==> src/hdl/psin_pkg.sv <==
// Shared types and constants for the parametric sine oscillator.
// No dependencies; imported by every module of the block.
package psin_pkg;

   localparam int DATA_W       = 32;
   localparam int IDX_W        = 3;
   localparam int PROD_W       = 64;
   localparam int REM_W        = 19;
   localparam int ANG_W        = 34;
   localparam int CORDIC_STEPS = 30;
   localparam int QUEUE_DEPTH  = 2;
   localparam int OUT_DEPTH    = 2;

   localparam logic [REM_W-1:0]        TWO_PI_Q16    = 19'd411775;
   localparam logic signed [ANG_W-1:0] HALF_PI_Q30   = 34'sd1686630400;
   localparam logic signed [ANG_W-1:0] PI_Q30        = 34'sd3373260800;
   localparam logic signed [ANG_W-1:0] TWO_PI_Q30    = 34'sd6746521600;
   localparam logic signed [ANG_W-1:0] CORDIC_GAIN   = 34'sd652032874;
   localparam logic [DATA_W-1:0]       PHASE_X_RESET = 32'd102943;
   localparam logic [DATA_W-1:0]       ONE_Q16       = 32'd65536;

   // floor(2^38 / 2pi_q16) and 2^32 mod 2pi_q16, for the angle reduction
   localparam logic [19:0]             RECIP_Q38     = 20'd667543;
   localparam logic [17:0]             TWO32_MOD     = 18'd154046;

   localparam logic signed [ANG_W-1:0] ATAN_Q30 [CORDIC_STEPS] = '{
      34'sd843314857, 34'sd497837829, 34'sd263043836, 34'sd133525158, 34'sd67021686,
      34'sd33543515, 34'sd16775850, 34'sd8388437, 34'sd4194282, 34'sd2097149,
      34'sd1048575, 34'sd524287, 34'sd262143, 34'sd131071, 34'sd65535,
      34'sd32767, 34'sd16383, 34'sd8191, 34'sd4095, 34'sd2047,
      34'sd1023, 34'sd511, 34'sd255, 34'sd127, 34'sd63,
      34'sd31, 34'sd15, 34'sd8, 34'sd4, 34'sd2
   };

   typedef enum logic [IDX_W-1:0] {
      REG_SPEED  = 3'd0,
      REG_AMP    = 3'd1,
      REG_SCALE  = 3'd2,
      REG_PERIOD = 3'd3,
      REG_PHASE  = 3'd4,
      REG_OFFSET = 3'd5
   } csr_index_type;

   typedef struct packed {
      logic signed [DATA_W-1:0] speed;
      logic signed [DATA_W-1:0] amp;
      logic signed [DATA_W-1:0] scale;
      logic signed [DATA_W-1:0] period;
      logic signed [DATA_W-1:0] phase;
      logic signed [DATA_W-1:0] offset;
   } psin_cfg_type;

   typedef struct packed {
      logic signed [DATA_W-1:0] time_bars;
      logic                     period_zero;
   } psin_item_type;

   typedef struct packed {
      logic signed [DATA_W-1:0] value;
      logic                     period_zero;
      logic                     saturated;
   } psin_result_type;

   typedef struct packed {
      logic valid;
      logic advance;
   } psin_flow_type;

endpackage

==> src/hdl/psin_front.sv <==
// Front end: takes input transactions, tags zero-period items, holds them in a short queue.
// Depends on psin_pkg.
module psin_front (
   input  logic                         clock,
   input  logic                         reset,
   input  logic                         req_push,
   output logic                         req_full,
   input  logic signed [31:0]           req_time_bars,
   input  psin_pkg::psin_cfg_type       cfg,
   input  logic                         advance,
   output psin_pkg::psin_flow_type      flow,
   output psin_pkg::psin_item_type      head
);
   import psin_pkg::*;

   localparam int PTR_W = $clog2(QUEUE_DEPTH);
   localparam int CNT_W = $clog2(QUEUE_DEPTH + 1);

   psin_item_type    queue_ff [QUEUE_DEPTH];
   logic [PTR_W-1:0] wr_ptr_ff, wr_ptr_in;
   logic [PTR_W-1:0] rd_ptr_ff, rd_ptr_in;
   logic [CNT_W-1:0] count_ff, count_in;
   logic             push, pop;
   psin_item_type    new_item;

   assign req_full = (count_ff == CNT_W'(QUEUE_DEPTH));
   assign push     = req_push && !req_full;
   assign pop      = advance && (count_ff != '0);

   assign new_item.time_bars   = req_time_bars;
   assign new_item.period_zero = (cfg.period == '0);

   always_comb begin
      wr_ptr_in = wr_ptr_ff;
      rd_ptr_in = rd_ptr_ff;
      count_in  = count_ff;
      if (push) begin
         wr_ptr_in = (wr_ptr_ff == PTR_W'(QUEUE_DEPTH - 1)) ? '0 : wr_ptr_ff + 1'b1;
      end
      if (pop) begin
         rd_ptr_in = (rd_ptr_ff == PTR_W'(QUEUE_DEPTH - 1)) ? '0 : rd_ptr_ff + 1'b1;
      end
      if (push && !pop) begin
         count_in = count_ff + 1'b1;
      end else if (pop && !push) begin
         count_in = count_ff - 1'b1;
      end
   end

   always_ff @(posedge clock) begin
      if (reset) begin
         wr_ptr_ff <= '0;
         rd_ptr_ff <= '0;
         count_ff  <= '0;
      end else begin
         wr_ptr_ff <= wr_ptr_in;
         rd_ptr_ff <= rd_ptr_in;
         count_ff  <= count_in;
      end
   end

   always_ff @(posedge clock) begin
      if (push) begin
         queue_ff[wr_ptr_ff] <= new_item;
      end
   end

   assign flow.valid   = (count_ff != '0);
   assign flow.advance = advance;
   assign head         = queue_ff[rd_ptr_ff];

endmodule

==> config.mk <==
export PLATFORM = sky130hd
export DESIGN_NAME = psin_front
export DESIGN_NICKNAME = d
export VERILOG_FILES = /design/src/hdl/psin_pkg.sv /design/src/hdl/psin_front.sv
export SDC_FILE = /design/constraint.sdc
export NUM_CORES = 1
export LEC_CHECK = 0
export ABC_CLOCK_PERIOD_IN_PS = 4100
export BUFFER_PORTS_ARGS = -buffer_cell sky130_fd_sc_hd__buf_2
export CORE_AREA = 2 2 102 104
export DETAILED_ROUTE_END_ITERATION = 8
export DIE_AREA = 0 0 104 106
export PLACE_DENSITY = 0.65
export SLEW_MARGIN = 0
export SYNTH_ARGS = -nofsm -noshare
export SYNTH_HDL_FRONTEND = slang
export SYNTH_SLANG_ARGS = --single-unit
==> constraint.sdc <==
create_clock -name clock -period 4.1 [get_ports clock]
set_input_delay 0.82 -clock clock [delete_from_list [all_inputs] [get_ports clock]]
set_output_delay 0.82 -clock clock [all_outputs]
set_load 0.01 [all_outputs]
==> results of run 1 <==
area by class of cell:
cell class | instances | area, um2
sequential | 71 | 2080
timing repair buffer | 105 | 531
multi-input combinational | 62 | 552
fill | 1008 | 6460
tap | 136 | 170
clock buffer | 9 | 124
inverter | 2 | 7.51
clock inverter | 7 | 71.3
power by group through the flow:
stage,Clock [W],Sequential (W),Combinational [W]
after floorplan,0,0.000950,0.000335
after global placement,0,0.000973,0.000514
after detailed placement,0,0.000979,0.000519
after CTS,0.000563,0.000963,0.000523
after global routing,0.000600,0.000973,0.000557
final,0.000543,0.000960,0.000511
flip-flops by register name, summed over array words and instances, names as in the netlist, named ones only:
signal and flops:
count_ff 2, queue_ff 66, wr_ptr_ff 1, rd_ptr_ff 1
synth_stat cells:
cell type   n  share of area, %
a21oi_1     2              0.38
and2_1      1              0.23
buf_2       4              0.75
buf_4       1              0.28
dfxtp_1     5               3.8
edfxtp_1   66                74
ha_1        1              0.47
inv_1       2              0.28
mux2_2     33                14
nand4_1     2              0.47
nor2_1      5              0.70
nor2b_2     1              0.33
nor4_1      8               1.9
o21ai_0     3              0.56
or2_2       1              0.23
or3_1       2              0.47
xor2_1      3              0.99
cell families (layout without fill, tap and decap cells):
group	count (synthesis)	count (layout)	synth area share (%)
xor+xnor	3	3	0.985
compound gates	5	5	0.938
simple gates	20	20	4.32
mux	33	33	13.9
flops	71	71	78.0
buf+inv	7	123	1.31
fa+ha+maj	1	1	0.469
metrics by stage:
step	hold slack (ns)	cell area (um2)	cells
2_1_floorplan	0.452	2670	140
3_3_place_gp	0.468	3340	376
3_5_place_dp	0.484	3340	376
4_1_cts	0.495	3540	392
5_1_grt	0.526	3540	392
6_report	0.489	3540	392
worst max-delay path: cells and delay by family (launching register included):
family                 cells  cell delay [ns]
buffers and inverters      2             0.54
DFF                        1             0.76
muxes                      1             0.38
cell usage in the layout (no fill, tap or decap), drive strengths merged:
cell,count
a21oi,2
and2,1
buf,105
bufinv,1
clkbuf,9
clkinv,2
clkinvlp,3
dfxtp,5
edfxtp,66
ha,1
inv,3
mux2,33
nand4,2
nor2,5
nor2b,1
nor4,8
o21ai,3
or2,1
or3,2
xor2,3
layer usage:
| metal | track usage (%) | vias to the layer above | routed length, um |
|---|---|---|---|
| li1 | - | 769 | - |
| met4 | 4.05 | 0 | 91 |
| met5 | 0 | - | 0 |
| met1 | 11.1 | 725 | 2160 |
| met2 | 15.2 | 93 | 2360 |
| met3 | 5.33 | 7 | 577 |
worst max-delay path by stage:
stage | start | endpoint | cells after the start
6_report | flip-flop | head[8] | 3
3_5_place_dp | req_push | queue_ff[0][24] | 5
2_1_floorplan | req_push | queue_ff[0][0] | 3
4_1_cts | flip-flop | head[8] | 3
3_3_place_gp | req_push | queue_ff[0][4] | 5
5_1_grt | flip-flop | head[5] | 3
==> flow_summary_export.csv, run 1 <==
group,metric,value,unit
outcome,status,"finished clean",
timing,fin_ws,1.25,ns
yosys,syn_area,2670,um2
worst_setup_path,worstPathCellList,"buf_4, mux2_2, buf_2",
pwr,power_leakage,1.36,nW
floorplanning,initial_core_util,26.7,%
worst_setup_path,r2r-end,"queue_ff[0][16]",
floorplanning,core-area,10000,um2
clock_tree,insertion_delay,0.34,ns
pwr,p_clk_share,27.0,%
worst_setup_path,rr_worst_depth,4,
pwr,p_sw,0.000573,W
finish,drive_gt1_share,61.3,%
finish,nNetsFinal,480,
clock_tree,cts.path.max_buffers,2,
yosys,ys_warn_count,0,
drt,wl,5180,um
worst_setup_path,critical_path.endpoint_type,"primary output",
drt,avgViaCountPerCell,4.07,
worst_setup_path,reg2reg_from,"count_ff[0]",
drt,wl_per_cell,13.2,um
timing,clock.fmax,0.351,GHz
grt,grt_pass1_vias,1690,
timing,tightest_slew,0.832,ns
timing,min_period,2.85,ns
clock_tree,holdBufCountCts,0,
yosys,avgSynthCellArea,19.1,um2
floorplanning,chipWidth,104,um
min_path,holdPathEnd,"wr_ptr_ff",
drt,dr.first_iter.drc_count,54,
clock_tree,cts_setup_buffers,0,
worst_setup_path,crit_slowest_cell,"dfxtp_1",
timing,finalHoldViolCount,0,
yosys,ys_seq_elements,71,
placed_design,gp_congestion,0.744,
min_path,hp-class,"reg2reg",
worst_setup_path,critPathArrivalTime,2.03,ns
clock_tree,htreeDepth,3,
finish,n_antenna_cell,0,
yosys,synthCells,140,
placed_design,pre_cts_slack,1.50,ns
worst_setup_path,critPathMaxStageDelay,0.76,ns
timing,tns,0,ns
pwr,combPwrFrac,25.4,%
drt,drc,0,
timing,rsz0062_at_grt,"false",
pwr,power_frac_seq,47.7,%
worst_setup_path,cp.required,3.28,ns
worst_setup_path,path_max_fanout,19,
drt,num_vias,1594,
timing,maxSlewHeadroom,44.5,%
placed_design,hpwl,3620,um
grt,grt_first_pass_wirelength,7990,um
worst_setup_path,r2r_slack,2.03,ns
yosys,synth_nets,369,
pwr,netSwitchingFraction,28.4,%
grt,grt_usage,9.75,%
yosys,synth.yosys.seq_area_share,78.0,%
grt,grt_max_degree,34,
min_path,min_from,"wr_ptr_ff",
job,cap_violations,0,
clock_tree,post_cts_resized,0,
drt,ant_nets,0,
clock_tree,cts_tree,"yes",
pwr,peakVddDrop,0.240,mV
clock_tree,cts.clk_slew.worst_paths,0.07,ns
finish,final_util,35.4,%
floorplanning,die_area,11000,um2
timing,fin_worst_skew,0.00618,ns
min_path,whs_path_depth,2,
clock_tree,cts_buffers,9,
timing,drv_slew,0,
clock_tree,cts.sinks,71,
worst_setup_path,startpoint_type,"flip-flop",
floorplanning,die_y,106,um
worst_setup_path,worst-setup-path-type,"reg2out",
grt,grt_overflow_total,0,
floorplanning,num_rows,37,
grt,antenna_found_initial,0,
finish,syn_to_final_growth,32.6,%
clock_tree,root_buffer,"clkbuf_8",
floorplanning,io_pins,264,
timing,min_period_over_period,69.5,%
pwr,total_power,0.00201,W
timing,setup_viol,0,
drt,drt-pass1-iter-count,4,
yosys,yosys.cell_types.count,17,
pwr,power_density,569,nW/um2
placed_design,portBuffers,103,
pwr,p_int,0.00144,W
(Power assumes the default switching activity.)
==> run 2, diff against run 1 <==
Settings changed: ABC_CLOCK_PERIOD_IN_PS 4100 to 2500, CORE_AREA 2 2 102 104 to 2 2 103 105, DIE_AREA 0 0 104 106 to 0 0 105 107, PLACE_DENSITY 0.65 to 0.67.
Clock period 4.1 ns to 2.5 ns, I/O delays scaled along.
==> run 2 against run 1 <==
  * Routed wire length grew 4.7%
  * Clock power increased by 60%
  * Utilization is essentially flat
  * Final area increased by 0.81%
  * Largest cell class unchanged
  * Non-clock buffer count is 3 higher
  * Count of clock-buffer cells in the layout grew 1
==> flow_summary_export.csv, run 2 (synthesized netlist as in run 1, its figures left out) <==
group,metric,value,unit
drt,drc,0,
grt,antenna_found_initial,1,
worst_setup_path,path_max_fanout,23,
drt,ant_nets,0,
drt,avgViaCountPerCell,4.15,
timing,setup_viol,0,
min_path,min_from,"req_time_bars[20]",
placed_design,place_area,3380,um2
drt,num_vias,1640,
timing,fin_ws,0.487,ns
worst_setup_path,reg2reg_from,"count_ff[0]",
placed_design,pre_cts_slack,0.720,ns
timing,tightest_slew,0.317,ns
clock_tree,cts.clk_slew.worst_paths,0.07,ns
grt,grt_first_pass_wirelength,8360,um
grt,grt_pass1_vias,1710,
placed_design,placed_cells,379,
timing,finalHoldViolCount,0,
timing,min_period,2.01,ns
finish,drive_gt1_share,61.4,%
finish,fin_area,3570,um2
clock_tree,insertion_delay,0.33,ns
placed_design,portBuffers,103,
finish,final_common_cell,"buf_2",
timing,fin_worst_skew,0.00835,ns
finish,nNetsFinal,483,
grt,grt_usage,9.94,%
clock_tree,cts_tree,"yes",
timing,drv_slew,0,
drt,wl_per_cell,13.7,um
clock_tree,post_cts_resized,0,
timing,maxSlewHeadroom,78.7,%
floorplanning,die_area,11200,um2
clock_tree,root_buffer,"clkbuf_8",
pwr,peakVddDrop,0.511,mV
finish,regMostFlops,"queue_ff",
grt,grt_overflow_total,0,
pwr,power_density,925,nW/um2
job,cap_violations,0,
min_path,hp-class,"in2reg",
drt,dr.first_iter.drc_count,44,
floorplanning,die_y,107,um
finish,syn_to_final_growth,33.7,%
timing,tns,0,ns
finish,stdcell_count,395,
finish,largestRegisters,"queue_ff (66), count_ff (2)",
worst_setup_path,critPathArrivalTime,1.51,ns
floorplanning,num_rows,37,
placed_design,hpwl,3760,um
finish,largest_reg_flops,66,
finish,n_antenna_cell,0,
timing,rsz0062_at_grt,"false",
worst_setup_path,cp.required,2.00,ns
drt,drt-pass1-iter-count,5,
grt,grt_max_degree,24,
clock_tree,htreeDepth,3,
outcome,status,"finished clean",
clock_tree,holdBufCountCts,0,
floorplanning,core-area,10100,um2
worst_setup_path,worst-setup-path-type,"reg2out",
clock_tree,cts.path.max_buffers,2,
drt,wl,5430,um
timing,clock.fmax,0.497,GHz
pwr,power_leakage,1.38,nW
finish,final_util,35.3,%
worst_setup_path,critical_path.endpoint_type,"primary output",
clock_tree,cts.sinks,71,
worst_setup_path,startpoint_type,"flip-flop",
timing,min_period_over_period,80.5,%
clock_tree,cts_buffers,9,
floorplanning,io_pins,264,
floorplanning,chipWidth,105,um
finish,final_cell_mix,"103 x buf_2, 66 x edfxtp_1, 33 x mux2_2, 9 x clkbuf_8, 8 x nor4_1",
placed_design,gp_congestion,0.671,
clock_tree,cts_setup_buffers,0,
floorplanning,initial_core_util,26.4,%
[run 2: changes by cell type in the layout (fill, tap and decap cells not counted), sizes merged]
cell,change
clkbuf,+1
inv,-1
clkinv,+2
clkinvlp,-2
buf,+3
[run 2: worst paths after layout]
| check | to | slack [ns] | cells past startpoint |
|---|---|---|---|
| min | queue_ff[0][21] | 0.35 | 1 |
| max | head[18] | 0.49 | 3 |
| max reg2reg | queue_ff[0][3] | 0.92 | 4 |
| min reg2reg | wr_ptr_ff | 0.50 | 2 |
[run 2: per-stage QoR]
step | hold slack [ns] | total power, W
3_3_place_gp | 0.465 | 0.00246
4_1_cts | 0.324 | 0.00337
2_1_floorplan | 0.452 | 0.00211
6_report | 0.350 | 0.00330
3_5_place_dp | 0.483 | 0.00248
5_1_grt | 0.326 | 0.00349
[run 2: critical path, stage by stage, from the launching register on]
cell     delay (ns)
dfxtp_1        0.33
buf_4          0.32
mux2_2         0.38
buf_2          0.14
[run 2: report_power, final]
group          internal, W  switching [W]
Clock             0.000457       0.000409
Combinational     0.000428       0.000461
Sequential         0.00149      0.0000485
[run 2: routing by layer]
layer  vias to the layer above  track usage [%]  part of all wire, %
met3                         8             5.05                  9.7
met2                        90             16.7                   47
li1                        774                -                    -
met1                       766             11.0                   42
met4                         2             3.14                 0.94
met5                         -                0                 0.29
[run 2: cell type report]
type | count | area (um2)
clock buffers | 10 | 128
clock inverters | 6 | 61.3
fillers | 1027 | 6530
inverters | 2 | 7.51
multi-input cells | 62 | 552
flip-flops and latches | 71 | 2080
well taps | 136 | 170
repair buffers | 108 | 566
==> run 3, diff against run 2 <==
Settings changed: ABC_AREA from default to 1, ABC_CLOCK_PERIOD_IN_PS 2500 to 2070.
Clock period 2.5 ns to 2.07 ns, I/O delays scaled along.
==> run 3 against run 2 <==
  * First-iteration DRC count increased by 77%
  * Worst hold slack got worse by 0.088 ns
  * Critical path depth unchanged
  * Global-route usage increased by 1.0 points
  * Final area increased by 6.3%
  * Via count increased by 7.7%
  * Routed wire length increased by 6.3%
  * Sequential share of layout area decreased by 3.4 points
  * Largest cell class unchanged
  * Largest power group unchanged
  * Highest routed layer unchanged
==> flow_summary_export.csv, run 3 <==
group,metric,value,unit
outcome,status,"finished clean",
yosys,yosysMostFrequentCell,"edfxtp_1",
timing,clock.fmax,0.535,GHz
worst_setup_path,worst-setup-path-type,"reg2out",
pwr,power_density,1090,nW/um2
yosys,synth_nets,401,
placed_design,hpwl,4130,um
floorplanning,io_pins,264,
timing,finalHoldViolCount,0,
pwr,peakVddDrop,0.438,mV
floorplanning,die_y,107,um
drt,dr.first_iter.drc_count,78,
timing,fin_worst_skew,0.00676,ns
finish,regMostFlops,"queue_ff",
yosys,synth-compound-area-share,0.991,%
worst_setup_path,startpoint_type,"flip-flop",
yosys,ys_async_sr_fraction,0,%
yosys,synth.yosys.seq_area_share,71.7,%
timing,min_period,1.87,ns
timing,tightest_slew,0.346,ns
yosys,synthCells,172,
floorplanning,initial_core_util,28.8,%
yosys,avgSynthCellArea,16.9,um2
grt,grt_use_met1,11.6,%
drt,num_vias,1767,
placed_design,gp_congestion,0.707,
finish,final_cell_mix,"103 x buf_2, 66 x edfxtp_1, 30 x mux2_4, 27 x nor2_1, 17 x nand2_1",
finish,final_common_cell,"buf_2",
floorplanning,chipWidth,105,um
pwr,total_power,0.00412,W
grt,grt.busiest_layer,"met2",
yosys,yosys.area.top_type,"edfxtp_1",
worst_setup_path,crit_buf_inv,2,
grt,grt_pass1_vias,1859,
worst_setup_path,worstPathCellList,"buf_12, mux2_2, buf_2",
drt,drt-pass1-iter-count,6,
yosys,ys_seq_elements,71,
finish,drive_gt1_share,54.7,%
timing,setup_viol,0,
pwr,power_leakage,1.54,nW
clock_tree,cts_setup_buffers,0,
timing,tns,0,ns
clock_tree,insertion_delay,0.34,ns
clock_tree,cts_tree,"yes",
yosys,synth_enable_flop_cells,66,
yosys,ys_warn_count,0,
clock_tree,cts.clk_slew.worst_paths,0.08,ns
clock_tree,cts.sinks,71,
floorplanning,core-area,10100,um2
timing,min_period_over_period,90.3,%
worst_setup_path,crit_slowest_cell,"mux2_2",
grt,use_met2,16.8,%
yosys,synth_ff_type,"edfxtp_1",
finish,stdcell_count,428,
placed_design,placed_cells,409,
finish,nNetsFinal,513,
timing,drv_slew,0,
clock_tree,holdBufCountCts,0,
yosys,synthMuxAreaShare,16.7,%
clock_tree,post_cts_resized,0,
drt,ant_nets,0,
yosys,synth_commonest_cells,"66 x edfxtp_1, 30 x mux2_4, 29 x nor2_1, 17 x nand2_1, 8 x inv_1",
clock_tree,cts_buffers,9,
clock_tree,root_buffer,"clkbuf_8",
worst_setup_path,critical_path.endpoint_type,"primary output",
drt,wl,5770,um
floorplanning,die_area,11200,um2
grt,grt_first_pass_wirelength,9030,um
yosys,synth_top_family_by_area,"multiplexers",
worst_setup_path,worst_path_dominant_cell_family,"buffers and inverters",
clock_tree,cts.path.max_buffers,2,
clock_tree,htreeDepth,3,
finish,largest_reg_flops,66,
grt,grt_overflow_total,0,
grt,antenna_found_initial,8,
worst_setup_path,path_max_fanout,33,
timing,maxSlewHeadroom,77.0,%
drt,wl_per_cell,13.5,um
job,cap_violations,0,
finish,fillers,991,
floorplanning,num_rows,37,
yosys,yosys.area_share.adder,0.431,%
yosys,synth_area_leaders,"edfxtp_1 68%, mux2_4 16%, nor2_1 3.7%",
drt,drc,0,
finish,largestRegisters,"queue_ff (66), count_ff (2)",
min_path,hp-class,"in2reg",
yosys,yosys.cell_types.count,16,
yosys,syn_area,2910,um2
yosys,synth_top_cell_area_share,68.2,%
worst_setup_path,critPathArrivalTime,1.45,ns
worst_setup_path,critPathMaxStageDelay,0.38,ns
yosys,yosys.area_share.simple,6.50,%
worst_setup_path,cp.required,1.66,ns
grt,grt_max_degree,34,
grt,grt_usage,10.9,%
placed_design,portBuffers,103,
timing,rsz0062_at_grt,"false",
yosys,synth-xor-area-share,0,%
finish,syn_to_final_growth,30.5,%
grt,met3_usage,8.09,%
drt,avgViaCountPerCell,4.13,
[run 3: final cells by class]
class | instances | area, um2 | share of cell area [%]
repair buffers | 106 | 576 | 15.2
flip-flops and latches | 71 | 2080 | 55.0
inverters | 8 | 30.0 | 0.792
diodes | 3 | 7.51 | 0.198
well taps | 136 | 170 | 4.49
clock inverters | 7 | 71.3 | 1.88
clock buffers | 9 | 124 | 3.27
multi-input cells | 88 | 729 | 19.2
[run 3: routing by layer]
layer,wire [um],share of wire (%),up-vias
li1,-,-,852
met4,72,1.2,10
met3,747,13,15
met2,2520,44,92
met5,71,1.2,-
met1,2350,41,798
[run 3: worst reg2reg max path: stages, from the launching register on]
cell and delay [ns]:
dfxtp_1 0.34, inv_1 0.09, o21ai_2 0.31, inv_1 0.11, ha_1 0.31, inv_1 0.09
nand3_1 0.09, nand2_1 0.08, inv_1 0.04, nor2_1 0.09
[run 3: cells by family (layout without fill, tap and decap cells)]
kind of cell / Yosys count / in the layout
adders and majority gates: 1 / 1
buffers and inverters: 13 / 130
AOI/OAI and AO/OA: 5 / 5
DFF: 71 / 71
muxes: 33 / 33
other: 0 / 3
and+or+nand+nor: 49 / 49
[run 3: power breakdown]
group	internal [W]	switching (W)	total, W
Combinational	0.000575	0.000602	0.00118
Clock	0.000556	0.000512	0.00107
Sequential	0.00181	0.0000630	0.00188
[run 3: worst paths after layout]
kind,from,end,slack [ns],cells after the start
setup / recovery,flip-flop,head[17],0.20,3
hold reg to reg,rd_ptr_ff,rd_ptr_ff,0.51,2
hold / removal,req_time_bars[21],queue_ff[1][22],0.26,1
setup reg to reg,count_ff[1],count_ff[1],0.47,9
[run 3: through the flow]
| step | utilization, % | instance area [um2] | setup slack (ns) | hold WS (ns) |
|---|---|---|---|---|
| after floorplan | - | 2910 | -0.228 | 0.465 |
| after global placement | 35.6 | 3590 | 0.531 | 0.476 |
| after detailed placement | 35.6 | 3590 | 0.512 | 0.491 |
| after CTS | 37.5 | 3780 | 0.148 | 0.238 |
| after global routing | 37.5 | 3780 | 0.114 | 0.235 |
| final | 37.6 | 3790 | 0.202 | 0.261 |
